$ cat src/rtl/lfu_pkg.sv
// Shared constants, types and command/status structs for the LFU cache policy unit.
package lfu_pkg;

  localparam int MAX_ENTRIES = 16;
  localparam int COUNT_WIDTH = 16;
  localparam int KEY_W       = 32;
  localparam int DATA_W      = 32;
  localparam int CAP_W       = 5;
  localparam int IDX_W       = (MAX_ENTRIES > 1) ? $clog2(MAX_ENTRIES) : 1;
  localparam int RANK_W      = IDX_W;
  localparam int OCC_W       = $clog2(MAX_ENTRIES + 1);
  localparam int LEAVES      = 1 << IDX_W;
  localparam int VKEY_W      = 1 + COUNT_WIDTH + RANK_W;

  localparam logic [CAP_W-1:0]       CAP_RESET = CAP_W'(16);
  localparam logic [COUNT_WIDTH-1:0] COUNT_MAX = {COUNT_WIDTH{1'b1}};
  localparam logic [DATA_W-1:0]      MISS_VALUE = {DATA_W{1'b1}};

  localparam logic CMD_GET = 1'b0;
  localparam logic CMD_PUT = 1'b1;

  typedef enum logic [1:0] {
    ACT_NONE,
    ACT_TOUCH,
    ACT_EVICT,
    ACT_FILL
  } action_t;

  typedef enum logic {
    ST_IDLE,
    ST_UPDATE
  } state_t;

  typedef struct packed {
    logic capture;
    logic commit;
    logic load_out;
  } ctrl_cmd_t;

  typedef struct packed {
    logic is_get;
  } dp_status_t;

endpackage

$ cat src/rtl/lfu_ctrl.sv
// Controller state machine: sequences lookup, write-back and result delivery.
module lfu_ctrl (
  input  logic                clk,
  input  logic                rst,
  input  logic                in_valid,
  output logic                in_stall,
  output logic                out_valid,
  input  logic                out_stall,
  input  lfu_pkg::dp_status_t status,
  output lfu_pkg::ctrl_cmd_t  cmd
);

  lfu_pkg::state_t state;
  lfu_pkg::state_t state_next;
  logic            can_finish;

  // Write-back may proceed unless a get result would overwrite a held one
  assign can_finish = !status.is_get || !out_valid || !out_stall;

  // Next state
  always_comb begin
    state_next = state;
    unique case (state)
      lfu_pkg::ST_IDLE: begin
        if (in_valid) state_next = lfu_pkg::ST_UPDATE;
      end
      lfu_pkg::ST_UPDATE: begin
        if (can_finish) state_next = lfu_pkg::ST_IDLE;
      end
      default: state_next = lfu_pkg::ST_IDLE;
    endcase
  end

  // Outputs
  always_comb begin
    cmd      = '0;
    in_stall = 1'b1;
    unique case (state)
      lfu_pkg::ST_IDLE: begin
        in_stall    = 1'b0;
        cmd.capture = in_valid;
      end
      lfu_pkg::ST_UPDATE: begin
        cmd.commit   = can_finish;
        cmd.load_out = can_finish && status.is_get;
      end
      default: begin
        in_stall = 1'b1;
      end
    endcase
  end

  // Hold state
  always_ff @(posedge clk) begin
    if (rst) begin
      state <= lfu_pkg::ST_IDLE;
    end else begin
      state <= state_next;
    end
  end

  // Track the output register: set on load, drop once the transaction completes
  always_ff @(posedge clk) begin
    if (rst) begin
      out_valid <= 1'b0;
    end else if (cmd.load_out) begin
      out_valid <= 1'b1;
    end else if (out_valid && !out_stall) begin
      out_valid <= 1'b0;
    end
  end

endmodule

$ cat src/rtl/lfu_datapath.sv
// Datapath: entry table, key match, victim tree, write-back and result register.
module lfu_datapath (
  input  logic                               clk,
  input  logic                               rst,
  input  lfu_pkg::ctrl_cmd_t                 cmd,
  output lfu_pkg::dp_status_t                status,
  input  logic                               cfg_wr_en,
  input  logic        [lfu_pkg::CAP_W-1:0]   cfg_wr_data,
  input  logic                               command,
  input  logic signed [lfu_pkg::KEY_W-1:0]   key,
  input  logic signed [lfu_pkg::DATA_W-1:0]  value,
  output logic                               hit,
  output logic signed [lfu_pkg::DATA_W-1:0]  read_value
);

  // Configuration and table state
  logic [lfu_pkg::CAP_W-1:0]       capacity;
  logic [lfu_pkg::MAX_ENTRIES-1:0] entry_valid;
  logic [lfu_pkg::KEY_W-1:0]       entry_key   [lfu_pkg::MAX_ENTRIES];
  logic [lfu_pkg::DATA_W-1:0]      entry_value [lfu_pkg::MAX_ENTRIES];
  logic [lfu_pkg::COUNT_WIDTH-1:0] use_count   [lfu_pkg::MAX_ENTRIES];
  logic [lfu_pkg::RANK_W-1:0]      recency_rank[lfu_pkg::MAX_ENTRIES];
  logic [lfu_pkg::OCC_W-1:0]       occupied_count;

  // Captured request
  logic                          req_get;
  logic [lfu_pkg::KEY_W-1:0]     req_key;
  logic [lfu_pkg::DATA_W-1:0]    req_value;
  lfu_pkg::action_t              req_action;
  logic [lfu_pkg::IDX_W-1:0]     req_slot;

  // Lookup cycle signals
  logic [lfu_pkg::MAX_ENTRIES-1:0] match;
  logic                            match_any;
  logic [lfu_pkg::IDX_W-1:0]       match_idx;
  logic                            free_found;
  logic [lfu_pkg::IDX_W-1:0]       free_idx;
  logic [lfu_pkg::OCC_W-1:0]       cap_eff;
  lfu_pkg::action_t                action;
  logic [lfu_pkg::IDX_W-1:0]       slot;
  logic [lfu_pkg::VKEY_W-1:0]      node_key[2*lfu_pkg::LEAVES];
  logic [lfu_pkg::IDX_W-1:0]       node_idx[2*lfu_pkg::LEAVES];
  logic [lfu_pkg::IDX_W-1:0]       victim_idx;

  // Write-back cycle signals
  logic                            do_unlink;
  logic [lfu_pkg::RANK_W-1:0]      sel_rank;
  logic [lfu_pkg::RANK_W-1:0]      new_rank;
  logic [lfu_pkg::COUNT_WIDTH-1:0] sel_count;

  assign status.is_get = req_get;

  // Match the incoming key against every valid entry
  always_comb begin
    match_idx = '0;
    for (int i = 0; i < lfu_pkg::MAX_ENTRIES; i++) begin
      match[i] = entry_valid[i] && (entry_key[i] == key);
      if (match[i]) match_idx = match_idx | lfu_pkg::IDX_W'(i);
    end
    match_any = |match;
  end

  // Find the lowest free slot
  always_comb begin
    free_found = 1'b0;
    free_idx   = '0;
    for (int i = 0; i < lfu_pkg::MAX_ENTRIES; i++) begin
      if (!entry_valid[i] && !free_found) begin
        free_found = 1'b1;
        free_idx   = lfu_pkg::IDX_W'(i);
      end
    end
  end

  // Victim: minimum of {invalid, count, rank} through a binary tree
  always_comb begin
    for (int i = 0; i < lfu_pkg::LEAVES; i++) begin
      node_idx[lfu_pkg::LEAVES + i] = lfu_pkg::IDX_W'(i);
      if (i < lfu_pkg::MAX_ENTRIES) begin
        node_key[lfu_pkg::LEAVES + i] = {!entry_valid[i], use_count[i], recency_rank[i]};
      end else begin
        node_key[lfu_pkg::LEAVES + i] = '1;
      end
    end
    node_key[0] = '1;
    node_idx[0] = '0;
    for (int n = lfu_pkg::LEAVES - 1; n >= 1; n--) begin
      if (node_key[2*n+1] < node_key[2*n]) begin
        node_key[n] = node_key[2*n+1];
        node_idx[n] = node_idx[2*n+1];
      end else begin
        node_key[n] = node_key[2*n];
        node_idx[n] = node_idx[2*n];
      end
    end
    victim_idx = node_idx[1];
  end

  // Decide what the request does to the table
  always_comb begin
    if (32'(capacity) > 32'(lfu_pkg::MAX_ENTRIES)) begin
      cap_eff = lfu_pkg::OCC_W'(lfu_pkg::MAX_ENTRIES);
    end else begin
      cap_eff = lfu_pkg::OCC_W'(capacity);
    end
    action = lfu_pkg::ACT_NONE;
    slot   = match_idx;
    if (match_any) begin
      action = lfu_pkg::ACT_TOUCH;
    end else if (command == lfu_pkg::CMD_PUT && cap_eff != '0) begin
      if (occupied_count >= cap_eff) begin
        action = lfu_pkg::ACT_EVICT;
        slot   = victim_idx;
      end else begin
        action = lfu_pkg::ACT_FILL;
        slot   = free_idx;
      end
    end
  end

  // Capture the request with its lookup outcome
  always_ff @(posedge clk) begin
    if (cmd.capture) begin
      req_get    <= (command == lfu_pkg::CMD_GET);
      req_key    <= key;
      req_value  <= value;
      req_action <= action;
      req_slot   <= slot;
    end
  end

  // Write-back values for the selected slot
  always_comb begin
    sel_rank  = recency_rank[req_slot];
    sel_count = use_count[req_slot];
    do_unlink = (req_action == lfu_pkg::ACT_TOUCH) || (req_action == lfu_pkg::ACT_EVICT);
    if (req_action == lfu_pkg::ACT_FILL) begin
      new_rank = lfu_pkg::RANK_W'(occupied_count);
    end else begin
      new_rank = lfu_pkg::RANK_W'(occupied_count - lfu_pkg::OCC_W'(1));
    end
  end

  // Configuration register
  always_ff @(posedge clk) begin
    if (rst) begin
      capacity <= lfu_pkg::CAP_RESET;
    end else if (cfg_wr_en) begin
      capacity <= cfg_wr_data;
    end
  end

  // Valid bits and occupancy
  always_ff @(posedge clk) begin
    if (rst) begin
      entry_valid    <= '0;
      occupied_count <= '0;
    end else if (cmd.commit && req_action == lfu_pkg::ACT_FILL) begin
      entry_valid[req_slot] <= 1'b1;
      occupied_count        <= occupied_count + lfu_pkg::OCC_W'(1);
    end
  end

  // Entry payload, counts and recency ranks
  always_ff @(posedge clk) begin
    if (cmd.commit) begin
      for (int i = 0; i < lfu_pkg::MAX_ENTRIES; i++) begin
        if (lfu_pkg::IDX_W'(i) == req_slot) begin
          case (req_action) inside
            lfu_pkg::ACT_TOUCH: begin
              if (sel_count != lfu_pkg::COUNT_MAX) begin
                use_count[i] <= sel_count + lfu_pkg::COUNT_WIDTH'(1);
              end
              if (!req_get) entry_value[i] <= req_value;
              recency_rank[i] <= new_rank;
            end
            lfu_pkg::ACT_EVICT, lfu_pkg::ACT_FILL: begin
              entry_key[i]    <= req_key;
              entry_value[i]  <= req_value;
              use_count[i]    <= lfu_pkg::COUNT_WIDTH'(1);
              recency_rank[i] <= new_rank;
            end
            default: begin
            end
          endcase
        end else if (do_unlink && entry_valid[i] && recency_rank[i] > sel_rank) begin
          // Close the gap left by the touched or evicted entry
          recency_rank[i] <= recency_rank[i] - lfu_pkg::RANK_W'(1);
        end
      end
    end
  end

  // Result register
  always_ff @(posedge clk) begin
    if (cmd.load_out) begin
      hit <= (req_action == lfu_pkg::ACT_TOUCH);
      if (req_action == lfu_pkg::ACT_TOUCH) begin
        read_value <= entry_value[req_slot];
      end else begin
        read_value <= lfu_pkg::MISS_VALUE;
      end
    end
  end

endmodule

$ cat src/rtl/lfu_cache_policy_unit.sv
// A get result is loaded into the output register when its write-back completes
// and can be taken from the following cycle on.
// Each transaction has a lookup step (key match and victim tree over all entries)
// and a write-back step for counts, ranks and payload; no new one is accepted during write-back.
// A held get result stalls only the write-back of the next get.
// Reset empties the table, clears occupancy and sets capacity to 16.
module lfu_cache_policy_unit (
  input  logic                               clk,
  input  logic                               rst,
  input  logic                               cfg_wr_en,
  input  logic        [lfu_pkg::CAP_W-1:0]   cfg_wr_data,
  input  logic                               in_valid,
  output logic                               in_stall,
  input  logic                               command,
  input  logic signed [lfu_pkg::KEY_W-1:0]   key,
  input  logic signed [lfu_pkg::DATA_W-1:0]  value,
  output logic                               out_valid,
  input  logic                               out_stall,
  output logic                               hit,
  output logic signed [lfu_pkg::DATA_W-1:0]  read_value
);

  lfu_pkg::ctrl_cmd_t  cmd;
  lfu_pkg::dp_status_t status;

  // Controller
  lfu_ctrl u_ctrl (
    .clk       (clk),
    .rst       (rst),
    .in_valid  (in_valid),
    .in_stall  (in_stall),
    .out_valid (out_valid),
    .out_stall (out_stall),
    .status    (status),
    .cmd       (cmd)
  );

  // Datapath
  lfu_datapath u_datapath (
    .clk         (clk),
    .rst         (rst),
    .cmd         (cmd),
    .status      (status),
    .cfg_wr_en   (cfg_wr_en),
    .cfg_wr_data (cfg_wr_data),
    .command     (command),
    .key         (key),
    .value       (value),
    .hit         (hit),
    .read_value  (read_value)
  );

endmodule
$ cat config.mk
export PLATFORM = sky130hd
export DESIGN_NAME = lfu_cache_policy_unit
export DESIGN_NICKNAME = d
export VERILOG_FILES = /design/src/rtl/lfu_pkg.sv /design/src/rtl/lfu_ctrl.sv /design/src/rtl/lfu_datapath.sv /design/src/rtl/lfu_cache_policy_unit.sv
export SDC_FILE = /design/constraint.sdc
export NUM_CORES = 2
export LEC_CHECK = 0
export BUFFER_PORTS_ARGS = -buffer_cell sky130_fd_sc_hd__buf_2
export CORE_ASPECT_RATIO = 1.4
export CORE_UTILIZATION = 65
export DETAILED_ROUTE_END_ITERATION = 12
export GPL_ROUTABILITY_DRIVEN = 0
export PLACE_DENSITY = 0.82
export SYNTH_ARGS = -nofsm -noshare
export SYNTH_HDL_FRONTEND = slang
export SYNTH_HIERARCHICAL = 1
export SYNTH_SLANG_ARGS = --single-unit
$ cat constraint.sdc
create_clock -name clk -period 22.1 [get_ports clk]
set_clock_uncertainty 0.05 [all_clocks]
set_input_delay 4.42 -clock clk [delete_from_list [all_inputs] [get_ports clk]]
set_output_delay 4.42 -clock clk [all_outputs]
set_load 0.01 [all_outputs]
==> qor.yml <==
sta:
  worstMarginPinSlew_ps: 1390
  fin_crit_ps: 12500
  finalSetupViolations: 0
  whs_ps: 447
  hold_viol_final: 0
  slew_headroom: 0.0758
  slew_violations: 0
  grt_setup_unrepaired: "no"
  fmax_mhz: 80.0
  post-route-period-util: 0.566
  finalSetupTns_ps: 0
die:
  initial_core_util: 0.659
  die_w_um: 285
  dieArea_um2: 113000
  die-height_um: 398
  pin_count: 110
  core_area_um2: 110000
  rows: 144
worst_setup_path:
  cp_slowest_cell: "dfxtp_1"
  crit_top_cell: "a21o_1"
  slowest_delay_ps: 760
  startpoint_type: "flop"
  path_buf_inv: 4
  critPathArrivalTime_ps: 13080
  path_delay_family: "compound AO/OA/AOI/OAI gates"
  cp-end-kind: "flop"
  crit_fanout: 37
  critical_path_class: "flop to flop"
  cp.required_ps: 22690
logic_synthesis:
  synthFlopType: "edfxtp_1"
  ys_ff_latch: 1480
  synth_cell_types: 78
  ys_seq_area_frac: 0.604
  ys.warnings.count: 6
  synth_async_sr_flop_share: 0
  syn-cell-area_um2: 72800
  syn_avg_cell_area_um2: 14.2
  netlist_instances: 5111
  syn_nets: 5576
  synth-edff-count: 1432
routing:
  drt-initial-drc-count: 6592
  avgViaCountPerCell: 7.02
  ant_nets: 0
  wl_mm: 221
  drc: 0
  drt_pass1_iterations: 6
  vias: 47700
  wire_per_inst_um: 32.5
grt:
  first_global_vias: 48300
  antenna_found_initial: 7
  grt_use_total: 0.393
  globalRouteOverflowTotal: 0
  grt_start_max_net_pins: 75
  grt_pass1_wl_mm: 318
final_layout:
  fin_nets: 5682
  final_cell_mix: "edfxtp_1 (1432), nor2_1 (445), xnor2_1 (418)"
  final_common_cell: "edfxtp_1"
  area_growth_pct: 9.24
  fillerInstances: 6677
  drive_above_1_share: 0.150
pwr:
  max-vdd-ir-drop_mv: 0.0792
  power_leakage_nw: 28.2
  powerDensity_nw_per_um2: 79.6
clock_tree:
  cts_tree: "built"
  cts_resized: 0
  clockRootBuffer: "clkbuf_16"
  cts.sinks: 1480
  cts_max_path_buffers: 3
  cts_hold_buf: 0
  cts_made_buffers: 138
  clk_latency_ps: 790
  post_cts_buffers: 0
  path_clk_slew_ps: 60
  h-tree-depth: 4
place:
  port_buffers: 109
  dpl.hpwl_mm: 137
worst_hold_path:
  hp-class: "flop to flop"
run_status:
  outcome: "complete, no violations"
flow_run:
  max_cap_viol_count: 0
power breakdown:
group	switching [W]	internal, W
sequential	0.0000667	0.00315
clock	0.00107	0.00124
combinational	0.000495	0.000314
state kept, by name (all words and copies together), names as in the netlist, 2 cells and up, named ones only:
name,flops
u_datapath/entry_key,512
u_datapath/entry_value,512
u_datapath/use_count,256
u_datapath/recency_rank,64
u_datapath/read_value,32
u_datapath/req_key,32
u_datapath/req_value,32
u_datapath/entry_valid,16
u_datapath/capacity,5
u_datapath/occupied_count,5
u_datapath/req_slot,4
u_datapath/req_action,2
cell families after synthesis:
logic type,share of synthesized area
DFF,0.604
AOI/OAI and AO/OA,0.0556
and+or+nand+nor,0.0723
muxes,0.106
xor gates and xnor gates,0.0680
buffers and inverters,0.0273
adders and majority gates,0.0670
cell type report:
cell class | count | area [um2] | area share
diodes | 5 | 12.5 | 0.000157
clock buffers | 179 | 3720 | 0.0468
clock inverters | 70 | 572 | 0.00719
inverters | 264 | 993 | 0.0125
multi-input cells | 3136 | 27200 | 0.342
flip-flops and latches | 1480 | 44000 | 0.553
well taps | 1460 | 1830 | 0.0230
repair buffers | 197 | 1210 | 0.0152
per-layer routing:
layer / share of wire / vias up / global-route usage / wire (um)
li1: - / 19500 / - / -
met1: 0.31 / 23400 / 0.447 / 68900
met2: 0.48 / 3674 / 0.648 / 106000
met3: 0.12 / 1081 / 0.0887 / 25700
met4: 0.093 / 6 / 0.304 / 20400
met5: 0.00018 / - / 0.00127 / 39
worst min-delay path: stages, from the launching register on:
cell	delay (ps)
dfxtp_1	330
nand2_1	60
a21oi_1	50
stage by stage:
| step | util | power (W) | instance area [um2] | std cells | setup slack [ps] |
|---|---|---|---|---|---|
| floorplan | - | 0.00378 | 72800 | 5111 | 12160 |
| global placement | 0.681 | 0.00401 | 75200 | 6537 | 10440 |
| detailed placement | 0.681 | 0.00404 | 75200 | 6537 | 10170 |
| CTS | 0.720 | 0.00630 | 79500 | 6786 | 10130 |
| global route | 0.720 | 0.00648 | 79500 | 6787 | 9290 |
| finish | 0.720 | 0.00633 | 79500 | 6791 | 9600 |
final timing paths:
check                                                start                    endpoint  slack [ps]  cells past startpoint
worst min-delay path            u_datapath/use_count[8][1]  u_datapath/use_count[8][1]         450                      2
worst max register to register   u_datapath/entry_valid[3]                        flop        9600                     45
worst max-delay path             u_datapath/entry_valid[3]                        flop        9600                     45
worst min register to register  u_datapath/use_count[8][1]  u_datapath/use_count[8][1]         450                      2
synthesized netlist by cell type (50+ instances only):
cell / number / area (um2)
edfxtp_1: 1432 / 43000
nor2_1: 446 / 1670
xnor2_1: 418 / 3660
ha_1: 390 / 4880
a21oi_1: 286 / 1430
inv_1: 264 / 991
mux4_2: 260 / 5860
nand2_1: 186 / 698
nand4_1: 147 / 920
xor2_1: 145 / 1270
clkbuf_1: 137 / 514
mux2i_1: 112 / 1120
o21ai_0: 97 / 485
a21o_1: 69 / 518
mux2_2: 63 / 709
nand3_1: 61 / 305
buf_2: 58 / 290
nand2b_1: 50 / 313
nor4_1: 50 / 313
Power figures use the tool's default switching activity.
